**src/assert_macros.svh**
```systemverilog
// Assertion macros shared by the frame receiver RTL.
`ifndef ASSERT_MACROS_SVH
`define ASSERT_MACROS_SVH

// Property checked on every clock edge outside reset.
`define SFRC_ASSERT(lbl, prop, msg) \
  lbl: assert property (@(posedge clk_i) disable iff (!rst_ni) (prop)) else $error(msg);

// Condition that must never be true outside reset.
`define SFRC_ASSERT_NEVER(lbl, cond, msg) \
  lbl: assert property (@(posedge clk_i) disable iff (!rst_ni) !(cond)) else $error(msg);

`endif

```
**src/sfrc_pkg.sv**
```systemverilog
// Types, codes and the CRC-8 function shared by the frame receiver modules.
package sfrc_pkg;

  localparam logic [7:0] SYNC1_BYTE   = 8'h5A;
  localparam logic [7:0] SYNC2_BYTE   = 8'hA5;
  localparam logic [7:0] CRC_POLY     = 8'h07;
  localparam logic [6:0] MAX_LEN_RST  = 7'd64;
  localparam logic [7:0] TEXT_CMD_RST = 8'h74;

  localparam int CFG_IDX_W = 1;
  localparam logic [CFG_IDX_W-1:0] CFG_MAX_LEN  = 1'b0;
  localparam logic [CFG_IDX_W-1:0] CFG_TEXT_CMD = 1'b1;

  localparam int QUEUE_DEPTH = 2;
  localparam int QPTR_W      = 1;
  localparam int QCNT_W      = 2;

  localparam int OUT_TDATA_W = 48;
  localparam int OUT_TUSER_W = 3;

  typedef enum logic [2:0] {
    PH_SYNC1,
    PH_SYNC2,
    PH_ADDR,
    PH_CMD,
    PH_LEN,
    PH_DATA,
    PH_CRC
  } phase_e;

  typedef enum logic [1:0] {
    B_IDLE,
    B_READ,
    B_SHOW
  } back_e;

  typedef enum logic [1:0] {
    ST_TEXT    = 2'd0,
    ST_UNKNOWN = 2'd1,
    ST_CRC_ERR = 2'd2,
    ST_LEN_ERR = 2'd3
  } status_e;

  // One frame report handed from the parser to the replay engine.
  typedef struct packed {
    status_e    status;
    logic [7:0] dest_addr;
    logic [7:0] command;
    logic [7:0] length;
    logic [7:0] computed_crc;
    logic [7:0] received_crc;
    logic       payload;
  } job_t;

  function automatic logic [7:0] crc8_byte(input logic [7:0] crc, input logic [7:0] b);
    logic [7:0] v;
    v = crc ^ b;
    for (int k = 0; k < 8; k++) begin
      v = v[7] ? ({v[6:0], 1'b0} ^ CRC_POLY) : {v[6:0], 1'b0};
    end
    return v;
  endfunction

endpackage

```
**src/sfrc_front.sv**
```systemverilog
// Frame parser: sync hunt, header capture, CRC update and payload writes.
`include "assert_macros.svh"
module sfrc_front import sfrc_pkg::*; #(
  parameter int unsigned BUFFER_DEPTH = 64
) (
  input  logic                 clk_i,
  input  logic                 rst_ni,
  input  logic                 cfg_we_i,
  input  logic [CFG_IDX_W-1:0] cfg_index_i,
  input  logic [7:0]           cfg_wdata_i,
  input  logic                 s_valid_i,
  output logic                 s_ready_o,
  input  logic [7:0]           rx_byte_i,
  input  logic                 resync_i,
  input  logic                 back_busy_i,
  input  logic                 q_empty_i,
  input  logic                 q_full_i,
  output logic                 push_o,
  output job_t                 job_o,
  output logic                 wr_en_o,
  output logic [((BUFFER_DEPTH > 1) ? $clog2(BUFFER_DEPTH) : 1)-1:0] wr_addr_o,
  output logic [7:0]           wr_data_o
);

  localparam int IDX_W = (BUFFER_DEPTH > 1) ? $clog2(BUFFER_DEPTH) : 1;
  localparam int CNT_W = $clog2(BUFFER_DEPTH + 1);
  localparam logic [7:0] DEPTH_B = 8'(BUFFER_DEPTH);

  phase_e           phase_q, phase_d;
  logic [7:0]       crc_q, crc_d;
  logic [7:0]       addr_q, addr_d;
  logic [7:0]       cmd_q, cmd_d;
  logic [7:0]       len_q, len_d;
  logic [CNT_W-1:0] idx_q, idx_d;
  logic [CNT_W-1:0] rem_q, rem_d;
  logic [6:0]       max_len_q;
  logic [7:0]       text_cmd_q;
  logic [7:0]       limit;
  logic [7:0]       crc_next;
  logic [7:0]       crc_first;
  logic             accept;
  logic             take;

  assign limit     = ({1'b0, max_len_q} > DEPTH_B) ? DEPTH_B : {1'b0, max_len_q};
  assign crc_next  = crc8_byte(crc_q, rx_byte_i);
  assign crc_first = crc8_byte(8'h00, rx_byte_i);

  // Stall on a full queue; hold payload while an earlier frame is pending.
  assign s_ready_o = !q_full_i && !(phase_q == PH_DATA && (back_busy_i || !q_empty_i));
  assign accept    = s_valid_i && s_ready_o;
  assign take      = accept && !resync_i;

  always_comb begin
    phase_d = phase_q;
    if (accept) begin
      if (resync_i) begin
        phase_d = PH_SYNC1;
      end else begin
        case (phase_q)
          PH_SYNC1: if (rx_byte_i == SYNC1_BYTE) phase_d = PH_SYNC2;
          PH_SYNC2: phase_d = (rx_byte_i == SYNC2_BYTE) ? PH_ADDR : PH_SYNC1;
          PH_ADDR:  phase_d = PH_CMD;
          PH_CMD:   phase_d = PH_LEN;
          PH_LEN: begin
            if (rx_byte_i > limit) phase_d = PH_SYNC1;
            else if (rx_byte_i != 8'h00) phase_d = PH_DATA;
            else phase_d = PH_CRC;
          end
          PH_DATA:  if (rem_q == CNT_W'(1)) phase_d = PH_CRC;
          PH_CRC:   phase_d = PH_SYNC1;
          default:  phase_d = PH_SYNC1;
        endcase
      end
    end
  end

  always_comb begin
    crc_d     = crc_q;
    addr_d    = addr_q;
    cmd_d     = cmd_q;
    len_d     = len_q;
    idx_d     = idx_q;
    rem_d     = rem_q;
    push_o    = 1'b0;
    wr_en_o   = 1'b0;
    wr_addr_o = idx_q[IDX_W-1:0];
    wr_data_o = rx_byte_i;
    job_o.status       = ST_LEN_ERR;
    job_o.dest_addr    = addr_q;
    job_o.command      = cmd_q;
    job_o.length       = len_q;
    job_o.computed_crc = crc_q;
    job_o.received_crc = 8'h00;
    job_o.payload      = 1'b0;
    if (take) begin
      case (phase_q)
        PH_SYNC1: begin
          if (rx_byte_i == SYNC1_BYTE) begin
            crc_d = 8'h00;
            idx_d = '0;
          end
        end
        PH_ADDR: begin
          addr_d = rx_byte_i;
          crc_d  = crc_first;
          idx_d  = '0;
        end
        PH_CMD: begin
          cmd_d = rx_byte_i;
          crc_d = crc_next;
        end
        PH_LEN: begin
          crc_d = crc_next;
          len_d = rx_byte_i;
          if (rx_byte_i > limit) begin
            push_o             = 1'b1;
            job_o.length       = rx_byte_i;
            job_o.computed_crc = crc_next;
          end else begin
            rem_d = rx_byte_i[CNT_W-1:0];
            idx_d = '0;
          end
        end
        PH_DATA: begin
          wr_en_o = 1'b1;
          idx_d   = idx_q + CNT_W'(1);
          rem_d   = rem_q - CNT_W'(1);
          crc_d   = crc_next;
        end
        PH_CRC: begin
          push_o             = 1'b1;
          job_o.received_crc = rx_byte_i;
          if (crc_q != rx_byte_i) begin
            job_o.status = ST_CRC_ERR;
          end else begin
            job_o.status  = (cmd_q == text_cmd_q) ? ST_TEXT : ST_UNKNOWN;
            job_o.payload = (len_q != 8'h00);
          end
        end
        default: ;
      endcase
    end
  end

  always_ff @(posedge clk_i or negedge rst_ni) begin
    if (!rst_ni) begin
      phase_q    <= PH_SYNC1;
      crc_q      <= 8'h00;
      addr_q     <= 8'h00;
      cmd_q      <= 8'h00;
      len_q      <= 8'h00;
      idx_q      <= '0;
      rem_q      <= '0;
      max_len_q  <= MAX_LEN_RST;
      text_cmd_q <= TEXT_CMD_RST;
    end else begin
      phase_q <= phase_d;
      crc_q   <= crc_d;
      addr_q  <= addr_d;
      cmd_q   <= cmd_d;
      len_q   <= len_d;
      idx_q   <= idx_d;
      rem_q   <= rem_d;
      if (cfg_we_i) begin
        case (cfg_index_i)
          CFG_MAX_LEN:  max_len_q  <= cfg_wdata_i[6:0];
          CFG_TEXT_CMD: text_cmd_q <= cfg_wdata_i;
          default: ;
        endcase
      end
    end
  end

  `SFRC_ASSERT_NEVER(a_wr_during_replay, wr_en_o && (back_busy_i || !q_empty_i), "payload write while buffer in use")

endmodule

```
**config.mk**
```make
export PLATFORM = sky130hd
export DESIGN_NAME = sfrc_front
export DESIGN_NICKNAME = d
export VERILOG_FILES = /design/src/sfrc_pkg.sv /design/src/sfrc_front.sv
export VERILOG_INCLUDE_DIRS = /design/src /design/src/src
export SDC_FILE = /design/constraint.sdc
export NUM_CORES = 1
export LEC_CHECK = 0
export BUFFER_PORTS_ARGS = -buffer_cell sky130_fd_sc_hd__buf_4
export CAP_MARGIN = 30
export CORE_MARGIN = 10
export CORE_UTILIZATION = 51
export CTS_CLUSTER_SIZE = 24
export DETAILED_ROUTE_END_ITERATION = 12
export PLACE_DENSITY = 0.75
export SLEW_MARGIN = 20
export SYNTH_ARGS = -nofsm -noshare
export SYNTH_HDL_FRONTEND = slang
export SYNTH_SLANG_ARGS = --single-unit
```
**constraint.sdc**
```tcl
create_clock -name clk_i -period 3 [get_ports clk_i]
set_clock_uncertainty 0.2 [all_clocks]
set_input_delay 0.3 -clock clk_i [delete_from_list [all_inputs] [get_ports clk_i]]
set_output_delay 0.3 -clock clk_i [all_outputs]
set_load 0.02 [all_outputs]
```
==> results.md, run 1 <==
* Startpoint types: register
* Largest cells by area after synthesis: dfrtp_1 (34%), xnor2_1 (6.6%), ha_1 (6.4%)
* CP bufs+invs at 5
* Nets at 589
* Sequential-to-total area share from yosys stat at 37.1%
* Yosys warns at 0
* DR iter-0 viols at 203
* Post-Place Cells at 614
* Tcrit/Tclk final at 107%
* CP Capture Type: primary output
* Worst Setup Path Type: register to primary output
* Worst path arrival time at 2710 ps
* Total number of vias at 3823
* DRC viols at 0
* Worst-margin pin slew at 798 ps
* Row count at 33
* Layout cells sized above 1 at 34.2%
* Largest net degree at the start of global routing at 64
* Setup Total Neg Slack at -2320 ps
* # setup viols final at 16
* Post-DP HPWL at 8820 µm
* Final Non-Filler Cells at 652
* Max Clock Freq at 312 MHz
* Top Usage Layer GRT: met2
* Die Height at 112 µm
* Critical Path, Cell by Cell: inv_4 > nand2_4 > ha_4 > or2b_1 > a211o_4 > a31oi_4 > buf_6 > buf_6 > buf_12 > mux2_4 > buf_6
* Tot Pwr at 3.02 mW
* Max Cap Violations at 0
* Multi-input logic area at 2610 µm²
* Async set-reset flop share out of synthesis at 100%
* Pwr dens at 534 nW/µm²
* Max transition margin at 46.8%
* Vias in the first global route at 4024
* Antenna cells at 0
* CTS tree: built
* Drt pass-1 iters at 5
* CTS Sinks at 63
* Flip-flop and latch area at 1580 µm²
* Syn_nets at 489
* Final Hold Violating Endpoints at 0
* Mapped cell area at 4270 µm²
* Most used cell, CP: buf_6
* Hold/Removal Path Class: primary input to register
* Clk buf depth at 2
* GRT Util Overall at 21.0%
* Peak supply drop at 0.000277 V
* Number of flops mapped to enable cells by yosys at 0
* Status: complete, but fails checks
* Leak at 2.52 nW
* Commonest cells post-synth: dfrtp_1 (58), nand2_1 (56), o21ai_0 (37)
* Place WS at 113 ps
* Die Wd at 112 µm
* Critical-path cell with the highest stage delay: dfstp_2
* Num CTS Buffers at 9
* Synth top area share at 34.0%
* GRT overflow at 0
* Slowest stage delay, CP at 560 ps
* RSZ-0062 raised after global routing: true
* Main synth FF type: dfrtp_1
* Max FO, Critical Path at 6
* Clock Pin Slew Worst Setup and Hold Paths at 80 ps
* Pins Over Slew Limit at 0
* Routed vias/inst at 5.86
* Post-Synthesis Cells at 442
* Grt met2 use at 35.6%
* Global-route wire length before repair at 21300 µm
* Worst skew pair latency at 350 ps
* Smallest setup slack after layout at -206 ps
* Failing checks: setup timing
* Die area at 12400 µm²
* Worst Path Required at 2500 ps
* Initial antenna violation count at 0
* Total core area at 8180 µm²
* PortBufs at 84
* Synth cell types at 65
* GRT met3 Usage at 6.17%
* CP top delay family: flip-flops
* Starting Density at 52.2%
* Synth area leader: dfrtp_1
* RD Place Congestion at 0.880
* Min cycle time layout at 3210 ps
* Post-route ant nets at 0
* H-tree levels at 3
* Yosys reg bits at 63
* Most frequent cell after synthesis: dfrtp_1
* Detailed Route WL at 13300 µm
* Fillers at 607
* Met1 Use GR at 24.0%
* IO Pins at 85
* CTS root buffer: clkbuf_8
* Synth Area per Inst at 9.66 µm²
* DR WL/cell at 20.4 µm
* R2R setup slack at 130 ps
* Area growth, synth to finish at 32.3%
-- final timing paths --
path / from / end / cells after the start
setup / recovery: max_len_q[6] / job_o[18] / 11
hold / removal: q_full_i / phase_q[1] / 5
setup reg to reg: max_len_q[6] / rem_q[1] / 10
hold reg to reg: addr_q[3] / addr_q[3] / 2
max in group asynchronous: rst_ni / phase_q[0] / 2
min in group asynchronous: rst_ni / text_cmd_q[0] / 2
-- where the power goes --
part / internal (mW) / switching [mW] / total (mW)
sequential: 0.970 / 0.117 / 1.09
clock: 0.478 / 0.384 / 0.861
combinational: 0.485 / 0.586 / 1.07
total: 1.93 / 1.09 / 3.02
-- logic make-up (layout without fill, tap and decap cells) --
kind of cell | Yosys count | after routing | synth area share [%]
AOI/OAI and AO/OA | 94 | 94 | 15.4
xor gates and xnor gates | 44 | 44 | 10.2
adders and majority gates | 22 | 22 | 6.45
buffers and inverters | 51 | 156 | 6.15
DFF | 63 | 63 | 37.1
muxes | 31 | 31 | 8.20
and+or+nand+nor | 137 | 137 | 16.5
-- tightest hold or removal path: stages --
cell and delay, ps:
buf_4 100, nor2b_1 60, nor2_1 80, a31oi_1 40, o21ai_0 60
-- per-stage QoR --
step	hold WS, ps	instance area (µm²)	utilization, %
floorplan	-196	4270	-
global placement	230	4950	60.5
detailed placement	234	4950	60.5
CTS	120	5620	68.8
global route	182	5650	69.1
finish	128	5650	69.1
-- cell usage in the layout, fill, tap and decap left out, types with 6 or more instances in the layout --
| master | Yosys | routed |
|---|---|---|
| clkbuf_8 | 0 | 9 |
| inv_1 | 23 | 22 |
| o21ai_0 | 37 | 37 |
| nor3_1 | 7 | 7 |
| nor2b_1 | 7 | 7 |
| nand3_1 | 14 | 14 |
| mux2_2 | 23 | 16 |
| xor2_1 | 7 | 7 |
| buf_6 | 4 | 15 |
| ha_1 | 22 | 16 |
| dlygate4sd3_1 | 0 | 9 |
| buf_4 | 11 | 88 |
| nor2_1 | 18 | 18 |
| and2_1 | 9 | 9 |
| dfrtp_1 | 58 | 58 |
| a21oi_1 | 9 | 8 |
| ha_4 | 0 | 6 |
| xnor2_1 | 32 | 32 |
| nand2_1 | 56 | 52 |
| mux2_4 | 1 | 13 |
-- cell type report --
cell class                 count  area share [%]
clock buffer                   9            2.19
clock inverter                 7            1.82
inverter                      24            1.64
multi-input combinational    328            46.2
sequential                    63            28.0
tap                          105            2.33
timing repair buffer         116            17.8
-- metal layers --
| metal | up-vias | wire, µm |
|---|---|---|
| li1 | 1739 | - |
| met5 | - | 0 |
| met4 | 0 | 380 |
| met3 | 39 | 862 |
| met2 | 146 | 6890 |
| met1 | 1899 | 5160 |
-- timing repair --
action / 4_1_cts / 5_1_grt
hold buffers: 9 / 0
resized for setup: 49 / 5
pin swaps: 8 / 3
endpoints found under the setup margin: 17 / 17
cloned: 2 / 0
hold endpoints to repair: 70 / 0
setup buffers: 10 / 3
-- registers in the layout, summed over array words and instances (netlist names) --
name,flops
rem_q,7
len_q,8
addr_q,8
crc_q,8
phase_q,3
cmd_q,8
max_len_q,7
idx_q,6
text_cmd_q,8
No activity file was read; power rests on OpenSTA's default activity.
==> run 2, diff against run 1 <==
Settings changed: CORE_UTILIZATION 51 to 56, PLACE_DENSITY 0.75 to 0.81, SLEW_MARGIN 20 to not set.
==> run 2 against run 1 <==
The run still ends with setup timing left. Core utilization up 6.0 points. Maximum frequency increased by 1.2%. Final area shrank 2.5%. Routed wire length decreased by 4.7%. Total power increased by 1.7%. Final cell count down 2.3%. Die area decreased by 7.4%. Critical path depth shrank 1. Global-route usage increased by 1.2 points. Highest routed layer unchanged.
==> results.md, run 2 (synthesized netlist as in run 1, its figures left out) <==
* Row count at 31
* Die Height at 107 µm
* Drt pass-1 iters at 5
* IO Pins at 85
* Fin area at 5510 µm²
* CP Capture Type: primary output
* GRT overflow at 0
* Commonest non-fill, non-tap cells in the layout: buf_4 (83), dfrtp_1 (58), nand2_1 (53), o21ai_0 (37), xnor2_1 (29)
* Critical Path, Cell by Cell: inv_4 > nand2_4 > ha_4 > or2b_1 > a211o_4 > a31oi_4 > buf_6 > buf_12 > mux2_1 > buf_4
* Post-route ant nets at 0
* Worst skew pair latency at 360 ps
* Startpoint types: register
* Placed inst area at 4940 µm²
* Min cycle time layout at 3170 ps
* Max Cap Violations at 0
* Smallest setup slack after layout at -167 ps
* Max transition margin at 46.0%
* RD Place Congestion at 0.877
* Status: complete, but fails checks
* Antenna cells at 0
* Total number of vias at 3785
* Max FO, Critical Path at 9
* Critical-path cell with the highest stage delay: dfstp_2
* CTS tree: built
* Tcrit/Tclk final at 106%
* Global-route wire length before repair at 20200 µm
* Detailed Route WL at 12700 µm
* # setup viols final at 17
* Hold/Removal Path Class: primary input to register
* Routed vias/inst at 5.94
* Final Hold Violating Endpoints at 0
* Num CTS Buffers at 9
* Worst-margin pin slew at 810 ps
* Fillers at 491
* Max Clock Freq at 316 MHz
* Largest net degree at the start of global routing at 64
* PortBufs at 84
* CTS Sinks at 63
* Post-DP HPWL at 8890 µm
* Layout cells sized above 1 at 32.7%
* Tot Pwr at 3.07 mW
* Slowest stage delay, CP at 380 ps
* Vias in the first global route at 3859
* Starting Density at 58.3%
* DR WL/cell at 19.9 µm
* Clock Pin Slew Worst Setup and Hold Paths at 70 ps
* Most common cell after layout, fill and taps aside: buf_4
* Area growth, synth to finish at 29.0%
* H-tree levels at 3
* Total core area at 7330 µm²
* Clk buf depth at 2
* Pwr dens at 557 nW/µm²
* CTS root buffer: clkbuf_8
* Die area at 11500 µm²
* Peak supply drop at 0.000309 V
* Nets at 580
* Leak at 2.51 nW
* Place WS at 154 ps
* Failing checks: setup timing
* DR iter-0 viols at 207
* Die Wd at 107 µm
* Hold slack at 137 ps
* Worst Path Required at 2500 ps
* Initial antenna violation count at 0
* DRC viols at 0
* Worst Setup Path Type: register to primary output
* Worst path arrival time at 2670 ps
* GRT Util Overall at 22.1%
* RSZ-0062 raised after global routing: true
* Pins Over Slew Limit at 0
[run 2: cell type report]
cell class / instances / area [µm²] / share of cell area [%]
Multi-Input combinational cell: 328 / 2550 / 46.4
Sequential cell: 63 / 1580 / 28.7
Timing Repair Buffer: 107 / 907 / 16.5
Clock inverter: 7 / 125 / 2.27
Clock buffer: 9 / 124 / 2.25
Tap cell: 99 / 124 / 2.25
Inverter: 24 / 92.6 / 1.68
[run 2: through the flow]
step           instances  TNS (ps)  utilization (%)
6_report             637     -2010             75.1
4_1_cts              636     -1750             74.9
2_1_floorplan        442         0                -
3_3_place_gp         608         0             67.4
5_1_grt              637     -3130             75.1
3_5_place_dp         608         0             67.4
[run 2: timing repair]
action / in CTS / in global routing
endpoints found under the setup margin: 17 / 17
hold buffers: 9 / 0
cloned: 1 / 0
gates resized for setup: 35 / 2
hold endpoints to repair: 71 / 0
pin swaps: 5 / 1
setup buffers: 2 / 1
[run 2: routing by layer]
metal / vias to the layer above / GRT usage, % / wire [µm]
met2: 202 / 37.1 / 6340
met5: - / 0 / 0
met3: 43 / 5.03 / 1010
met1: 1815 / 25.9 / 4880
li1: 1725 / - / -
met4: 0 / 11.2 / 438
[run 2: report_power, final]
part           switching [mW]  internal (mW)  leakage [nW]  total, mW
Clock                   0.394          0.562         0.125      0.956
Combinational           0.574          0.460          1.57       1.03
Sequential              0.112          0.970         0.812       1.08
Total                    1.08           1.99          2.51       3.07
[run 2: final timing paths]
path	startpoint	to	slack, ps	cells past startpoint
max	max_len_q[6]	job_o[23]	-170	10
min	cfg_index_i	max_len_q[6]	140	4
max reg2reg	max_len_q[6]	rem_q[1]	380	8
min reg2reg	addr_q[3]	addr_q[3]	280	2
max in group asynchronous	rst_ni	rem_q[5]	1700	2
min in group asynchronous	rst_ni	idx_q[2]	360	2
[run 2: worst max-delay path, delay by kind of cell, from the launching register on]
family / cells / cell delay [ps]
buffers and inverters: 4 / 510
AO/OA/AOI/OAI: 2 / 510
multiplexers: 1 / 330
flip-flops: 1 / 380
AND/OR/NAND/NOR: 2 / 300
adder cells (fa/ha/maj): 1 / 260
